--- config.mk ---
export PLATFORM = sky130hd
export DESIGN_NAME = sprite_and_video_dma_controller
export DESIGN_NICKNAME = d
export VERILOG_FILES = /design/src/svdma_pkg.sv /design/src/sprite_and_video_dma_controller.sv /design/src/svdma_front.sv /design/src/svdma_queue.sv /design/src/svdma_back.sv
export SDC_FILE = /design/constraint.sdc
export NUM_CORES = 1
export LEC_CHECK = 0
export BUFFER_PORTS_ARGS = -buffer_cell sky130_fd_sc_hd__buf_4
export CAP_MARGIN = 5
export CORE_ASPECT_RATIO = 0.6
export CORE_UTILIZATION = 56
export CTS_CLUSTER_SIZE = 10
export DETAILED_ROUTE_END_ITERATION = 16
export HOLD_SLACK_MARGIN = 0.12
export PLACE_DENSITY = 0.74
export SLEW_MARGIN = 10
export SYNTH_ARGS = -nofsm -noshare
export SYNTH_HDL_FRONTEND = slang
export SYNTH_HIERARCHICAL = 1
export SYNTH_SLANG_ARGS = --single-unit
--- constraint.sdc ---
create_clock -name clk -period 4.7 [get_ports clk]
set_input_delay 0.235 -clock clk [delete_from_list [all_inputs] [get_ports clk]]
set_output_delay 0.235 -clock clk [all_outputs]
set_load 0.01 [all_outputs]
--- src/svdma_pkg.sv ---
`timescale 1ns / 1ps
// ----------------------------------------------------------------------------
// svdma_pkg
// Shared types and constants of the sprite and video DMA controller.
// ----------------------------------------------------------------------------
package svdma_pkg;

  localparam int SPRITE_BYTES = 160;
  localparam int BLOCK_TICKS  = 32;
  localparam int BURST_BYTES  = 16;
  localparam int QUEUE_DEPTH  = 4;

  localparam int QPTR_W = $clog2(QUEUE_DEPTH);
  localparam int QCNT_W = QPTR_W + 1;
  localparam int POS_W  = $clog2(BURST_BYTES + 2);

  localparam logic [15:0] ADDR_SPRITE_DMA = 16'hFF46;
  localparam logic [15:0] ADDR_VSRC_HI    = 16'hFF51;
  localparam logic [15:0] ADDR_VSRC_LO    = 16'hFF52;
  localparam logic [15:0] ADDR_VDST_HI    = 16'hFF53;
  localparam logic [15:0] ADDR_VDST_LO    = 16'hFF54;
  localparam logic [15:0] ADDR_VCTRL      = 16'hFF55;
  localparam logic [15:0] ADDR_HRAM_LO    = 16'hFF80;
  localparam logic [15:0] ADDR_HRAM_HI    = 16'hFFFE;

  localparam logic [15:0] VSRC_MASK  = 16'hFFF0;
  localparam logic [12:0] VDST_MASK  = 13'h1FF0;
  localparam logic [11:0] VLEN_RESET = 12'h07F;
  localparam logic [11:0] VLEN_UNIT  = 12'h010;
  localparam logic [7:0]  BYTE_IDLE  = 8'hFF;

  typedef enum logic [1:0] {
    CMD_WRITE = 2'd0,
    CMD_READ  = 2'd1,
    CMD_TICK  = 2'd2,
    CMD_NONE  = 2'd3
  } cmd_t;

  typedef enum logic [1:0] {
    VMODE_NONE    = 2'd0,
    VMODE_GENERAL = 2'd1,
    VMODE_HBLANK  = 2'd2
  } vmode_t;

  typedef struct packed {
    logic [7:0]  rd;
    logic        claimed;
    logic        blocked;
    logic        spr_v;
    logic [15:0] spr_src;
    logic [7:0]  spr_dst;
    logic        vid_v;
    logic [15:0] vid_src;
    logic [12:0] vid_dst;
    vmode_t      mode;
  } job_t;

endpackage

--- src/sprite_and_video_dma_controller.sv ---
`timescale 1ns / 1ps
// ----------------------------------------------------------------------------
// sprite_and_video_dma_controller
// Sprite table DMA and video DMA controller: register access, machine ticks
// and byte copy requests.
// ----------------------------------------------------------------------------
// channel   direction  handshake            payload
// in_*      input      in_valid / in_stall  command, address, data, tick flags
// out_*     output     out_valid/out_stall  read data, status, copy request
// cfg_*     input      cfg_we               color mode bit
//
// the front takes one transaction per cycle whenever the job queue has room
// a read, write or idle tick gives one result via the job queue and output register
// a tick with a video burst gives 16 or 17 results, one per cycle while out_stall
// is low, from the back expander; the 4-entry job queue absorbs the difference
// reset is synchronous and restores the control and state registers, not the
// queue slots or output data; no clearing pass. out_stall holds the output
// register and, once the queue fills, raises in_stall
module sprite_and_video_dma_controller import svdma_pkg::*; (
  input  logic        clk,
  input  logic        rst_n,
  input  logic        cfg_we,
  input  logic        cfg_wdata,
  input  logic        in_valid,
  output logic        in_stall,
  input  logic [1:0]  in_command,
  input  logic [15:0] in_bus_address,
  input  logic [7:0]  in_write_byte,
  input  logic        in_fast_clock,
  input  logic        in_video_step_allowed,
  output logic        out_valid,
  input  logic        out_stall,
  output logic [7:0]  out_read_byte,
  output logic        out_claimed,
  output logic        out_blocked,
  output logic        out_copy_valid,
  output logic        out_copy_target,
  output logic [15:0] out_copy_source,
  output logic [12:0] out_copy_dest,
  output logic [1:0]  out_video_mode,
  output logic        out_last
);

  job_t job, head;
  logic accept, empty, full, pop;

  assign in_stall = full;
  assign accept   = in_valid && !full;

  svdma_front u_front (
    .clk                (clk),
    .rst_n              (rst_n),
    .cfg_we             (cfg_we),
    .cfg_wdata          (cfg_wdata),
    .accept             (accept),
    .command            (in_command),
    .bus_address        (in_bus_address),
    .write_byte         (in_write_byte),
    .fast_clock         (in_fast_clock),
    .video_step_allowed (in_video_step_allowed),
    .job                (job)
  );

  svdma_queue u_queue (
    .clk       (clk),
    .rst_n     (rst_n),
    .push      (accept),
    .push_data (job),
    .pop       (pop),
    .head      (head),
    .empty     (empty),
    .full      (full)
  );

  svdma_back u_back (
    .clk             (clk),
    .rst_n           (rst_n),
    .head            (head),
    .empty           (empty),
    .pop             (pop),
    .out_stall       (out_stall),
    .out_valid       (out_valid),
    .out_read_byte   (out_read_byte),
    .out_claimed     (out_claimed),
    .out_blocked     (out_blocked),
    .out_copy_valid  (out_copy_valid),
    .out_copy_target (out_copy_target),
    .out_copy_source (out_copy_source),
    .out_copy_dest   (out_copy_dest),
    .out_video_mode  (out_video_mode),
    .out_last        (out_last)
  );

endmodule

--- src/svdma_front.sv ---
`timescale 1ns / 1ps
// ----------------------------------------------------------------------------
// svdma_front
// Register file and DMA state; turns each transaction into one job.
// ----------------------------------------------------------------------------
module svdma_front import svdma_pkg::*; (
  input  logic        clk,
  input  logic        rst_n,
  input  logic        cfg_we,
  input  logic        cfg_wdata,
  input  logic        accept,
  input  logic [1:0]  command,
  input  logic [15:0] bus_address,
  input  logic [7:0]  write_byte,
  input  logic        fast_clock,
  input  logic        video_step_allowed,
  output job_t        job
);

  logic        color_mode_r;
  logic [7:0]  page_r, page_nxt;
  logic        active_r, active_nxt;
  logic        restart_r, restart_nxt;
  logic [1:0]  delay_r, delay_nxt;
  logic [7:0]  count_r, count_nxt;
  logic [15:0] ssrc_r, ssrc_nxt;
  logic [15:0] vsrc_reg_r, vsrc_reg_nxt;
  logic [15:0] vdst_reg_r, vdst_reg_nxt;
  logic [15:0] vsrc_ptr_r, vsrc_ptr_nxt;
  logic [12:0] vdst_ptr_r, vdst_ptr_nxt;
  logic [11:0] vlen_r, vlen_nxt;
  vmode_t      vstate_r, vstate_nxt;
  logic [6:0]  vticks_r, vticks_nxt;

  cmd_t        cmd;
  logic        is_claimed;
  logic        is_blocked;
  logic [6:0]  vtick_sum;
  logic [7:0]  cnt_inc;
  logic [11:0] vlen_m1;

  assign cmd        = cmd_t'(command);
  assign is_claimed = (bus_address == ADDR_SPRITE_DMA) ||
                      (bus_address >= ADDR_VSRC_HI && bus_address <= ADDR_VCTRL);
  assign is_blocked = (bus_address != ADDR_SPRITE_DMA) && active_r &&
                      (bus_address < ADDR_HRAM_LO || bus_address > ADDR_HRAM_HI);
  assign vtick_sum  = vticks_r + (fast_clock ? 7'd2 : 7'd4);
  assign cnt_inc    = count_r + 8'd1;
  assign vlen_m1    = vlen_r - 12'd1;

  always_comb begin
    page_nxt     = page_r;
    active_nxt   = active_r;
    restart_nxt  = restart_r;
    delay_nxt    = delay_r;
    count_nxt    = count_r;
    ssrc_nxt     = ssrc_r;
    vsrc_reg_nxt = vsrc_reg_r;
    vdst_reg_nxt = vdst_reg_r;
    vsrc_ptr_nxt = vsrc_ptr_r;
    vdst_ptr_nxt = vdst_ptr_r;
    vlen_nxt     = vlen_r;
    vstate_nxt   = vstate_r;
    vticks_nxt   = vticks_r;
    job          = '0;
    job.rd       = BYTE_IDLE;
    if (accept) begin
      unique case (cmd)
        CMD_WRITE: begin
          job.claimed = is_claimed;
          job.blocked = is_blocked;
          if (bus_address == ADDR_SPRITE_DMA) begin
            page_nxt = write_byte;
            if (active_r) begin
              restart_nxt = 1'b1;
            end else begin
              active_nxt  = 1'b1;
              count_nxt   = '0;
              ssrc_nxt    = {write_byte, 8'h00};
              delay_nxt   = restart_r ? 2'd1 : 2'd2;
              restart_nxt = 1'b0;
            end
          end else if (!is_blocked) begin
            if (bus_address == ADDR_VSRC_HI) begin
              vsrc_reg_nxt[15:8] = write_byte;
            end else if (bus_address == ADDR_VSRC_LO) begin
              vsrc_reg_nxt[7:0] = write_byte;
            end else if (bus_address == ADDR_VDST_HI) begin
              vdst_reg_nxt[15:8] = write_byte;
            end else if (bus_address == ADDR_VDST_LO) begin
              vdst_reg_nxt[7:0] = write_byte;
            end else if (bus_address == ADDR_VCTRL && color_mode_r) begin
              if (vstate_r != VMODE_NONE) begin
                if (!write_byte[7]) vstate_nxt = VMODE_NONE;
              end else begin
                vsrc_ptr_nxt = vsrc_reg_r & VSRC_MASK;
                vdst_ptr_nxt = vdst_reg_r[12:0] & VDST_MASK;
                vlen_nxt     = 12'(({5'b0, write_byte[6:0]} + 12'd1) * VLEN_UNIT);
                vstate_nxt   = write_byte[7] ? VMODE_HBLANK : VMODE_GENERAL;
                vticks_nxt   = '0;
              end
            end
          end
        end
        CMD_READ: begin
          job.claimed = is_claimed;
          job.blocked = is_blocked;
          if (bus_address == ADDR_SPRITE_DMA) begin
            job.rd = page_r;
          end else if (!is_blocked && color_mode_r) begin
            if (bus_address == ADDR_VSRC_HI) job.rd = vsrc_reg_r[15:8];
            else if (bus_address == ADDR_VSRC_LO) job.rd = vsrc_reg_r[7:0];
            else if (bus_address == ADDR_VDST_HI) job.rd = vdst_reg_r[15:8];
            else if (bus_address == ADDR_VDST_LO) job.rd = vdst_reg_r[7:0];
            else if (bus_address == ADDR_VCTRL) begin
              job.rd = {vstate_r == VMODE_NONE, vlen_m1[10:4]};
            end
          end
        end
        CMD_TICK: begin
          if (active_r) begin
            if (delay_r != 2'd0) begin
              delay_nxt = delay_r - 2'd1;
            end else begin
              job.spr_v   = 1'b1;
              job.spr_src = ssrc_r;
              job.spr_dst = count_r;
              ssrc_nxt    = ssrc_r + 16'd1;
              count_nxt   = cnt_inc;
              if (restart_r) begin
                count_nxt   = '0;
                ssrc_nxt    = {page_r, 8'h00};
                delay_nxt   = 2'd1;
                restart_nxt = 1'b0;
              end else if (cnt_inc >= 8'(SPRITE_BYTES)) begin
                active_nxt = 1'b0;
              end
            end
          end
          if (video_step_allowed && vstate_r != VMODE_NONE) begin
            vticks_nxt = vtick_sum;
            if (vtick_sum >= 7'(BLOCK_TICKS)) begin
              vticks_nxt   = vtick_sum - 7'(BLOCK_TICKS);
              job.vid_v    = 1'b1;
              job.vid_src  = vsrc_ptr_r;
              job.vid_dst  = vdst_ptr_r;
              vsrc_ptr_nxt = vsrc_ptr_r + 16'(BURST_BYTES);
              vdst_ptr_nxt = vdst_ptr_r + 13'(BURST_BYTES);
              if (vlen_r <= 12'(BURST_BYTES)) begin
                vstate_nxt = VMODE_NONE;
                vlen_nxt   = VLEN_RESET;
              end else begin
                vlen_nxt = vlen_r - 12'(BURST_BYTES);
              end
            end
          end
        end
        CMD_NONE: begin
        end
      endcase
    end
    job.mode = vstate_nxt;
  end

  always_ff @(posedge clk) begin
    if (!rst_n) begin
      color_mode_r <= 1'b0;
      page_r       <= '0;
      active_r     <= 1'b0;
      restart_r    <= 1'b0;
      delay_r      <= '0;
      count_r      <= '0;
      ssrc_r       <= '0;
      vsrc_reg_r   <= '0;
      vdst_reg_r   <= '0;
      vsrc_ptr_r   <= '0;
      vdst_ptr_r   <= '0;
      vlen_r       <= VLEN_RESET;
      vstate_r     <= VMODE_NONE;
      vticks_r     <= '0;
    end else begin
      if (cfg_we) color_mode_r <= cfg_wdata;
      page_r     <= page_nxt;
      active_r   <= active_nxt;
      restart_r  <= restart_nxt;
      delay_r    <= delay_nxt;
      count_r    <= count_nxt;
      ssrc_r     <= ssrc_nxt;
      vsrc_reg_r <= vsrc_reg_nxt;
      vdst_reg_r <= vdst_reg_nxt;
      vsrc_ptr_r <= vsrc_ptr_nxt;
      vdst_ptr_r <= vdst_ptr_nxt;
      vlen_r     <= vlen_nxt;
      vstate_r   <= vstate_nxt;
      vticks_r   <= vticks_nxt;
    end
  end

endmodule

--- src/svdma_queue.sv ---
`timescale 1ns / 1ps
// ----------------------------------------------------------------------------
// svdma_queue
// Small job queue between the front and the back.
// ----------------------------------------------------------------------------
module svdma_queue import svdma_pkg::*; (
  input  logic  clk,
  input  logic  rst_n,
  input  logic  push,
  input  job_t  push_data,
  input  logic  pop,
  output job_t  head,
  output logic  empty,
  output logic  full
);

  job_t              slot_r [QUEUE_DEPTH];
  logic [QPTR_W-1:0] wr_ptr_r, wr_ptr_nxt;
  logic [QPTR_W-1:0] rd_ptr_r, rd_ptr_nxt;
  logic [QCNT_W-1:0] cnt_r, cnt_nxt;

  assign empty = (cnt_r == '0);
  assign full  = (cnt_r == QCNT_W'(QUEUE_DEPTH));
  assign head  = slot_r[rd_ptr_r];

  always_comb begin
    wr_ptr_nxt = wr_ptr_r;
    rd_ptr_nxt = rd_ptr_r;
    cnt_nxt    = cnt_r;
    if (push) begin
      wr_ptr_nxt = (wr_ptr_r == QPTR_W'(QUEUE_DEPTH - 1)) ? '0 : wr_ptr_r + 1'b1;
    end
    if (pop) begin
      rd_ptr_nxt = (rd_ptr_r == QPTR_W'(QUEUE_DEPTH - 1)) ? '0 : rd_ptr_r + 1'b1;
    end
    if (push && !pop) cnt_nxt = cnt_r + 1'b1;
    else if (pop && !push) cnt_nxt = cnt_r - 1'b1;
  end

  always_ff @(posedge clk) begin
    if (!rst_n) begin
      wr_ptr_r <= '0;
      rd_ptr_r <= '0;
      cnt_r    <= '0;
    end else begin
      wr_ptr_r <= wr_ptr_nxt;
      rd_ptr_r <= rd_ptr_nxt;
      cnt_r    <= cnt_nxt;
    end
  end

  always_ff @(posedge clk) begin
    if (push) slot_r[wr_ptr_r] <= push_data;
  end

endmodule

--- src/svdma_back.sv ---
`timescale 1ns / 1ps
// ----------------------------------------------------------------------------
// svdma_back
// Expands each job into its results and drives the output register.
// ----------------------------------------------------------------------------
module svdma_back import svdma_pkg::*; (
  input  logic        clk,
  input  logic        rst_n,
  input  job_t        head,
  input  logic        empty,
  output logic        pop,
  input  logic        out_stall,
  output logic        out_valid,
  output logic [7:0]  out_read_byte,
  output logic        out_claimed,
  output logic        out_blocked,
  output logic        out_copy_valid,
  output logic        out_copy_target,
  output logic [15:0] out_copy_source,
  output logic [12:0] out_copy_dest,
  output logic [1:0]  out_video_mode,
  output logic        out_last
);

  logic [POS_W-1:0] pos_r, pos_nxt;
  logic             valid_r, valid_nxt;
  logic [7:0]       rd_r;
  logic             claimed_r, blocked_r, cv_r, tgt_r, last_r;
  logic [15:0]      src_r;
  logic [12:0]      dst_r;
  vmode_t           mode_r;

  logic             load;
  logic [POS_W-1:0] total;
  logic [POS_W-1:0] k;
  logic             is_last;
  logic             spr_slot;

  assign total    = POS_W'(head.spr_v) + (head.vid_v ? POS_W'(BURST_BYTES) : '0);
  assign is_last  = (total == '0) || (pos_r == total - 1'b1);
  assign spr_slot = head.spr_v && (pos_r == '0);
  assign k        = pos_r - POS_W'(head.spr_v);
  assign load     = !empty && (!valid_r || !out_stall);
  assign pop      = load && is_last;

  always_comb begin
    pos_nxt   = pos_r;
    valid_nxt = valid_r && out_stall;
    if (load) begin
      valid_nxt = 1'b1;
      pos_nxt   = is_last ? '0 : pos_r + 1'b1;
    end
  end

  always_ff @(posedge clk) begin
    if (!rst_n) begin
      pos_r   <= '0;
      valid_r <= 1'b0;
    end else begin
      pos_r   <= pos_nxt;
      valid_r <= valid_nxt;
    end
  end

  always_ff @(posedge clk) begin
    if (load) begin
      mode_r <= head.mode;
      last_r <= is_last;
      if (spr_slot) begin
        rd_r      <= BYTE_IDLE;
        claimed_r <= 1'b0;
        blocked_r <= 1'b0;
        cv_r      <= 1'b1;
        tgt_r     <= 1'b0;
        src_r     <= head.spr_src;
        dst_r     <= {5'b0, head.spr_dst};
      end else if (head.vid_v) begin
        rd_r      <= BYTE_IDLE;
        claimed_r <= 1'b0;
        blocked_r <= 1'b0;
        cv_r      <= 1'b1;
        tgt_r     <= 1'b1;
        src_r     <= head.vid_src + 16'(k);
        dst_r     <= head.vid_dst + 13'(k);
      end else begin
        rd_r      <= head.rd;
        claimed_r <= head.claimed;
        blocked_r <= head.blocked;
        cv_r      <= 1'b0;
        tgt_r     <= 1'b0;
        src_r     <= '0;
        dst_r     <= '0;
      end
    end
  end

  assign out_valid       = valid_r;
  assign out_read_byte   = rd_r;
  assign out_claimed     = claimed_r;
  assign out_blocked     = blocked_r;
  assign out_copy_valid  = cv_r;
  assign out_copy_target = tgt_r;
  assign out_copy_source = src_r;
  assign out_copy_dest   = dst_r;
  assign out_video_mode  = mode_r;
  assign out_last        = last_r;

endmodule

Word level (Yosys, flattened, before mapping). Memory sizes are Yosys's and may differ from the RTL's. A register that Yosys moved wholly into a read port is not among the register bits. Index checks and enable logic that the tools add are counted.

Memories kept: 1. Output and inout bits: 46. Flip-flop bits (word level): 176. Word-level logic and storage cells: 262. Bits of input ports: 34. Memory bits (writable): 268.

Memory list: u_queue.slot_r (depth 4, width 67, rd ports 1, clocked after memory_dff 1, wr ports 1, line svdma_queue.sv:17) `job_t slot_r [QUEUE_DEPTH];`.

Equal/unequal tests: 28. $add $sub $neg: 20. Multiplexer cells: 122. Bitwise logic cells: 6. Magnitude comparators: 7. Reduce and logical (&&, ||, !) cells: 47.

Operator list (count): 16-bit 2-to-1 mux (17); 12-bit 2-to-1 mux (11); 13-bit 2-to-1 mux (10); 8-bit 2-to-1 mux (15); 16-bit equality test, second input constant (6); 7-bit 2-to-1 mux (10); 65-bit 2-to-1 mux (1); 16-bit one-hot mux with 2 select lines (2); 30-bit 2-to-1 mux (2); 55-bit 2-to-1 mux (1); 2-bit 2-to-1 mux (25); 25-bit 2-to-1 mux (2); 13-bit one-hot mux with 2 select lines (1); 12-bit one-hot mux with 2 select lines (1); 2-bit inequality test, second input constant (9); 6-bit AND reduction (3); 16-bit by 1-bit adder with 16-bit output, second input constant (1); 16-bit by 5-bit adder with 16-bit output (1); 16-bit by 5-bit adder with 16-bit output, second input constant (1); 16-bit greater-or-equal comparator, second input constant (1); 16-bit > comparator, second input constant (1); 16-bit <= comparator, second input constant (1); 16-bit < comparator, second input constant (1); 16-bit inequality test, second input constant (1); other kinds (47) (106).

Depth between registers and ports, before layout. Gate-level depths: netlist of run 1.

Depth in word-level cells: 11. Depth in mapped cells: 18. Mapped depth without buffers: 14.

Modules after synthesis. Netlist of run 1, hierarchy kept.

Modules (own cells, without submodules): svdma_queue (cells an instance 394, instances 1, area each 10159.7 sq um); svdma_front (cells an instance 911, instances 1, area each 6653.9 sq um); svdma_back (cells an instance 310, instances 1, area each 3143.0 sq um); sprite_and_video_dma_controller (cells an instance 1, instances 1, area each 13.8 sq um).

Worst setup path after synthesis of run 1. Ideal clock, no wire load.

Path kind: register to register. From: reg u_queue.cnt_r[0]. To: reg u_queue.cnt_r[2]. Path slack: 247 ps. Library setup time: 76 ps. Buffers on the path: 0. Arrival: 4378 ps. Stages on the path, launching flop included: 11. Required time: 4624 ps. Cells stage by stage: dfxtp_1 -> nor3_1 -> a21oi_1 -> and2_1 -> inv_1 -> ha_1 -> inv_1 -> fa_1 -> xor2_1 -> or3_1 -> a21boi_0.

Longest elaborated chain between the ends: 7. Elaborated cells between the ends (all ways): 16.

Ends and longest elaborated chain: from (decl) (line svdma_queue.sv:20) `logic [QCNT_W-1:0] cnt_r, cnt_nxt;`; from (signal assigned) (line svdma_queue.sv:48) `cnt_r <= cnt_nxt;`; 3-bit zero test * (line svdma_queue.sv:22) `assign empty = (cnt_r == '0);`; net empty (line sprite_and_video_dma_controller.sv:45) `logic accept, empty, full, pop;`; 1-bit zero test * (line svdma_back.sv:43) `assign load = !empty && (!valid_r || !out_stall);`; 1-bit logical AND * (line svdma_back.sv:43); net u_back.load (line svdma_back.sv:33) `logic load;`; 1-bit logical AND * (line svdma_back.sv:44) `assign pop = load && is_last;`; net pop (line sprite_and_video_dma_controller.sv:45); 1-bit zero test (line svdma_queue.sv:36) `if (push && !pop) cnt_nxt = cnt_r + 1'b1;`; 1-bit logical AND (line svdma_queue.sv:36); 3-bit 2-to-1 mux / 2-bit nonzero test (equally long branches).

Mark *: on every way through the listed nets, which the timed path passes. The rest lies on a longest branch. The select of a mux whose other input is x is not followed. A chain may end at the register's enable or synchronous reset.

==> metrics.cfg, run 1 <==
[run_status]
outcome=finished, final reports clean

[clock_network]
clk_pin_slew_ns=0.06
clk_path_buf_depth=3
clockRootBuffer=clkbuf_16
cts-buffers-inserted=49
htree_levels=2
clock_latency_ns=0.58
cts_sinks=434
cts_tree=yes

[placed_design]
dp_hpwl_mm=34.6
pre_cts_ws_ns=0.912
numPortBuffers=79
placed_cell_area_mm2=0.0208
place_congestion=0.923

[sta]
worstMarginPinSlew_ns=1.21
fin_crit_sh_pct=81.9
finalHoldViolations=0
max_slew_margin_pct=18.3
fin_tns_setup_ns=0
skew_ns=0.0210
layout_min_cycle_time_ns=3.85
setup_ws_ns=0.851
rsz0062_at_grt=false
clock.fmax_ghz=0.260
slew_viol_final=0
setup_violations=0

[yosys]
yosysWarnings=6
synth_area_leaders=edfxtp_1 (47%), dfxtp_1 (12%), mux4_2 (7.6%)
muxShareOfSynthArea_pct=8.91
synth_edf_count=312
mappedNetlistArea_mm2=0.0200
synth_compound_gate_area_share_pct=10.3
synth_cells=1616
synth_top_flop_cell=edfxtp_1
synth_cell_types=87
async_flop_share_pct=0
syn_avg_cell_area_um2=12.4
ys_ff_latch=434
yosysTopAreaCellShare_pct=46.9
synth_top_family_by_area=simple AND/OR/NAND/NOR gates
synth_top_area_cell=edfxtp_1
synth_xor_xnor_area_share_pct=1.49
synth-simple-area-share_pct=14.1
ys_seq_area_share_pct=59.1
synth_adder_area_share_pct=2.66

[grt]
grt_max_degree=67
grt_usage_pct=29.0
grt_first_pass_wirelength_mm=80.2
grt_pass1_vias=13500
grt_overflow=0
antenna_found_initial=1

[finish]
stdcell_area_mm2=0.0224
mostFrequentLayoutCell=edfxtp_1
final_cell_mix=edfxtp_1 (312), nand2_1 (154), dfxtp_1 (120), nor2_1 (104), nand3_1 (102)
area_delta_synth_final_pct=12.0
nFillCells=2573
num-nets-final=1763
drive_above_1_share_pct=14.8

[worst_setup_path]
r2r-end=u_back/out_copy_dest[8]
critical_path.max_fanout=15
ff2ff_setup_slack_ns=0.85
r2r_cells=9
cp_slowest_stage_delay_ns=0.66
crit_required_ns=5.00
endpoint_kind=flip-flop
cpMaxStageDelayCell=a21oi_1
path_class=flip-flop to flip-flop
cp_cell_sequence=mux4_2 > ha_1 > inv_1 > ha_1 > fa_1 > a211o_1 > a21oi_1 > or3_1 > a21oi_1
crit_end=u_back/out_copy_dest[8]
cp-start-kind=flip-flop
arrival_ns=4.15

[pwr]
p_leak_nw=7.56
ir_drop_mv=0.338
powerDensity_mw_per_mm2=491

[detailed_routing]
drc=0
firstDrtPassIters=5
via_per_inst=6.42
drtIter0Drc=1910
postRouteAntennaNets=0
vias=14100
wl_mm=51.8
avgRoutedWirePerCell_um=23.6

[die]
coreArea_mm2=0.0351
io_pins=80
die_area_mm2=0.0364
die_w_um=246
rows=53
start_util_pct=56.9
dieHeight_um=148

[hold_path]
min_path_type=input pin to flip-flop

[flow_run]
maxCapViolCount=0

[per-stage QoR]
stage,std cells,utilization [%],total power [mW],hold WS [ns]
global placement,2093,59.3,7.44,0.446
finish,2197,63.8,11.0,0.136
global route,2196,63.8,11.4,0.146
detailed placement,2093,59.3,7.51,0.461
floorplan,1623,-,6.61,0.357
CTS,2196,63.8,11.0,0.121
[synthesized netlist by cell type, drive strengths merged, types with 6 or more instances]
| cell type | instances |
|---|---|
| o22ai | 10 |
| o31ai | 17 |
| nand2 | 155 |
| o21ai | 97 |
| nand4 | 24 |
| nand3 | 102 |
| a21o | 9 |
| and3 | 34 |
| a211o | 6 |
| inv | 32 |
| buf | 45 |
| mux2i | 27 |
| nor4 | 10 |
| a31oi | 13 |
| xnor2 | 17 |
| dfxtp | 122 |
| or2 | 6 |
| or3 | 21 |
| nor2 | 106 |
| nor3 | 26 |
| clkbuf | 51 |
| edfxtp | 312 |
| xor2 | 17 |
| o211ai | 10 |
| and2 | 38 |
| a21oi | 90 |
| nor2b | 11 |
| nand2b | 9 |
| mux4 | 67 |
| o21a | 6 |
| ha | 36 |
| a211oi | 6 |
[worst max-delay path, delay by kind of cell, from the launching register on]
kind | cells | cell delay [ns]
fa+ha+maj | 3 | 1.06
buf+inv | 1 | 0.08
simple gates | 1 | 0.21
flops | 1 | 0.56
mux | 1 | 0.61
compound gates | 3 | 1.04
[where the power goes]
| part | leakage, nW | switching, mW | internal (mW) | total (mW) |
|---|---|---|---|---|
| clock | 0.678 | 1.48 | 2.00 | 3.48 |
| sequential | 3.79 | 0.156 | 4.63 | 4.79 |
| combinational | 3.09 | 1.69 | 1.02 | 2.71 |
[how the worst min path moves through the flow]
stage	startpoint	to	slack, ns	depth (start not counted)
floorplan	rst_n	u_queue/cnt_r[0]	0.36	1
global placement	u_front/vticks_r[1]	u_front/vticks_r[1]	0.45	2
detailed placement	u_front/page_r[6]	u_front/page_r[6]	0.46	2
CTS	in_fast_clock	u_front/vticks_r[1]	0.12	4
global route	in_fast_clock	u_front/vticks_r[1]	0.15	4
finish	in_fast_clock	u_front/vticks_r[1]	0.14	4
[cells by family after synthesis]
| logic type | count (synthesis) |
|---|---|
| compound gates | 322 |
| xor+xnor | 34 |
| fa+ha+maj | 40 |
| buf+inv | 128 |
| flops | 434 |
| mux | 94 |
| other cells | 1 |
| simple gates | 563 |
[layout make-up]
cell class              instances  area (µm²)  area share [%]
clock buffers                  88        1390            6.23
clock inverters                 3        43.8           0.196
diodes                          1        2.50          0.0112
flip-flops and latches        434       11800            52.8
multi-input cells            1061        7540            33.7
repair buffers                111         863            3.86
inverters                      32         120           0.537
well taps                     467         584            2.61
[repair_timing]
action | 4_1_cts | 5_1_grt
hold buffers | 12 | 0
resized for setup | 0 | 0
hold endpoints to repair | 35 | 0
buffers inserted | 0 | 0
[metal layers]
layer,vias up,part of all wire (%),global-route usage (%)
met5,-,0,0
met4,0,1.5,6.52
met3,75,11,5.18
met2,812,44,43.1
met1,6949,43,44.5
li1,6276,-,-
[flip-flops by register name (all words and copies together), names as in the netlist, 2 cells and up, named ones only]
signal / cells
u_back/out_copy_dest: 13
u_back/out_copy_source: 16
u_back/out_read_byte: 8
u_back/out_video_mode: 2
u_back/pos_r: 5
u_front/count_r: 8
u_front/delay_r: 2
u_front/page_r: 8
u_front/ssrc_r: 16
u_front/vdst_ptr_r: 9
u_front/vdst_reg_r: 16
u_front/vlen_r: 9
u_front/vsrc_ptr_r: 12
u_front/vsrc_reg_r: 16
u_front/vstate_r: 2
u_front/vticks_r: 6
u_queue/cnt_r: 3
u_queue/rd_ptr_r: 2
u_queue/slot_r: 268
u_queue/wr_ptr_r: 2
No activity file was read; power rests on OpenSTA's default activity.
==> run 2, diff against run 1 <==
- CORE_UTILIZATION: 56 -> 59
- PLACE_DENSITY: 0.74 -> 0.75
- clock period: 4.7 -> 3.55 ns (I/O delays scaled with it)
==> run 2 against run 1 <==
Combinational power grew 36%. Power grew 32%. Cell count fell by 0.46%. Wire length is 1.0% higher. Clock power increased by 30%. Die area down 5.0%.
==> metrics.cfg, run 2 (synthesized netlist as in run 1, its figures left out) <==
[detailed_routing]
drc=0  ; unchanged
drtIter0Drc=2019  ; was 1910
postRouteAntennaNets=0  ; unchanged
via_per_inst=6.49  ; was 6.42
vias=14200  ; was 14100
avgRoutedWirePerCell_um=23.9  ; was 23.6 µm
firstDrtPassIters=5  ; unchanged
wl_mm=52.3  ; was 51.8 mm

[finish]
final_core_util_pct=68.7  ; was 63.8%
mostFrequentLayoutCell=edfxtp_1  ; unchanged
final_cell_mix=edfxtp_1 (312), nand2_1 (154), dfxtp_1 (120), buf_4 (111), nor2_1 (104)  ; was edfxtp_1 (312), nand2_1 (154), dfxtp_1 (120), nor2_1 (104), nand3_1 (102)
regMostFlops=u_queue/slot_r  ; unchanged
diodes=0  ; was 1
num-nets-final=1784  ; was 1763
drive_above_1_share_pct=16.2  ; was 14.8%
stdcell_count=2187  ; was 2197
largest_reg_flops=268  ; unchanged
area_delta_synth_final_pct=13.0  ; was 12.0%

[grt]
grt_first_pass_wirelength_mm=79.1  ; was 80.2 mm
antenna_found_initial=0  ; was 1
grt_max_degree=66  ; was 67
grt_overflow=0  ; unchanged
grt_pass1_vias=13200  ; was 13500
grt_usage_pct=30.7  ; was 29.0%

[pwr]
p_leak_nw=7.76  ; was 7.56 nW
powerDensity_mw_per_mm2=645  ; was 491 mW/mm²
ir_drop_mv=0.408  ; was 0.338 mV
p_total_mw=14.5  ; was 11.0 mW

[sta]
max_slew_margin_pct=24.9  ; was 18.3%
finalHoldViolations=0  ; unchanged
fin_tns_setup_ns=0  ; unchanged
fin_crit_sh_pct=97.0  ; was 81.9%
slew_viol_final=0  ; unchanged
worstMarginPinSlew_ns=1.12  ; was 1.21 ns
setup_violations=0  ; unchanged
holdWs_ns=0.176  ; was 0.136 ns
clock.fmax_ghz=0.290  ; was 0.260 GHz
skew_ns=0.0192  ; was 0.0210 ns
rsz0062_at_grt=false  ; unchanged
layout_min_cycle_time_ns=3.44  ; was 3.85 ns

[clock_network]
clk_pin_slew_ns=0.06  ; about the same
cts_tree=yes  ; unchanged
cts_sinks=434  ; unchanged
postCtsSetupBuffers=0  ; unchanged
clockRootBuffer=clkbuf_16  ; unchanged
htree_levels=2  ; unchanged
clock_latency_ns=0.56  ; was 0.58 ns
cts-buffers-inserted=49  ; unchanged
clk_path_buf_depth=3  ; unchanged

[worst_setup_path]
critical_path.max_fanout=8  ; was 15
cp_slowest_stage_delay_ns=0.57  ; was 0.66 ns
path_class=flip-flop to flip-flop  ; unchanged
crit_required_ns=3.85  ; was 5.00 ns
r2r_cells=10  ; was 9
timing.critical_path.buf_inv=0  ; was 1
endpoint_kind=flip-flop  ; unchanged
ff2ff_setup_slack_ns=0.11  ; was 0.85 ns
arrival_ns=3.74  ; was 4.15 ns
cp_cell_sequence=mux4_2 > ha_1 > ha_1 > nand2_1 > xnor2_1 > ha_2 > and4b_1 > a211o_2 > and3_1 > a221o_1  ; was mux4_2 > ha_1 > inv_1 > ha_1 > fa_1 > a211o_1 > a21oi_1 > or3_1 > a21oi_1
cp_common_cell=ha_1
r2r-end=u_back/out_copy_source[14]  ; was u_back/out_copy_dest[8]
critPathTopFamily=adder cells  ; unchanged
cpMaxStageDelayCell=mux4_2  ; was a21oi_1
cp-start-kind=flip-flop  ; unchanged

[hold_path]
holdCritStartpoint=in_command[0]  ; was in_fast_clock
worstHoldEndpoint=u_front/restart_r  ; was u_front/vticks_r[1]
min_path_type=input pin to flip-flop  ; unchanged
holdPathStages=4  ; unchanged

[placed_design]
dpl.cell_count=2095  ; was 2093
dp_hpwl_mm=35.1  ; was 34.6 mm
numPortBuffers=79  ; unchanged
place_congestion=0.992  ; was 0.923

[run_status]
outcome=finished, final reports clean  ; unchanged

[die]
start_util_pct=60.8  ; was 56.9%
die_w_um=240  ; was 246 µm
rows=51  ; was 53
coreArea_mm2=0.0329  ; was 0.0351 mm²
io_pins=80  ; unchanged
dieHeight_um=145  ; was 148 µm
die_area_mm2=0.0346  ; was 0.0364 mm²

[flow_run]
maxCapViolCount=0  ; unchanged

run 2: tightest hold or removal path: stages:
cell and delay, ns:
buf_4 0.13, nor2b_1 0.15, a21oi_1 0.15, a2111oi_0 0.07
run 2: cell type report:
class | instances | area [µm²]
inverters | 32 | 120
well taps | 450 | 563
clock inverters | 2 | 16.3
flip-flops and latches | 434 | 11800
multi-input cells | 1061 | 7560
repair buffers | 132 | 1110
fillers | 2292 | 10300
clock buffers | 76 | 1370
run 2: how the worst max path moves through the flow:
| stage | from | to | slack [ns] | cells after the start |
|---|---|---|---|---|
| 4_1_cts | flip-flop | u_back/out_copy_source[14] | 0.11 | 10 |
| 6_report | flip-flop | u_back/out_copy_source[14] | 0.11 | 10 |
| 2_1_floorplan | flip-flop | u_queue/cnt_r[2] | 0.01 | 18 |
| 3_5_place_dp | flip-flop | u_back/out_copy_source[14] | 0.13 | 10 |
| 3_3_place_gp | flip-flop | u_back/out_copy_source[14] | 0.18 | 10 |
| 5_1_grt | flip-flop | u_back/out_copy_source[14] | 0.006 | 10 |
run 2: metal layers:
layer | global-route usage [%] | part of all wire (%) | up-vias
met5 | 0 | 0 | -
met2 | 44.7 | 44 | 810
li1 | - | - | 6323
met3 | 7.96 | 12 | 89
met4 | 6.82 | 1.9 | 0
met1 | 46.3 | 43 | 6979
run 2: power by group:
group          internal (mW)  switching, mW  total [mW]
combinational           1.43           2.26        3.69
clock                   2.62           1.91        4.52
sequential              6.12          0.207        6.33
total                   10.2           4.37        14.5
run 2: timing repair:
action                     CTS  global route
hold endpoints to repair    68             0
hold buffers                14             0
gates resized for setup      0             2
setup endpoints to repair    0             1
run 2: per-stage QoR:
stage / cell area [µm²] / setup WS [ns]
final: 22600 / 0.107
after global routing: 22600 / 0.00562
after CTS: 22600 / 0.113
after detailed placement: 21000 / 0.129
after global placement: 21000 / 0.183
after floorplan: 20000 / 0.0148
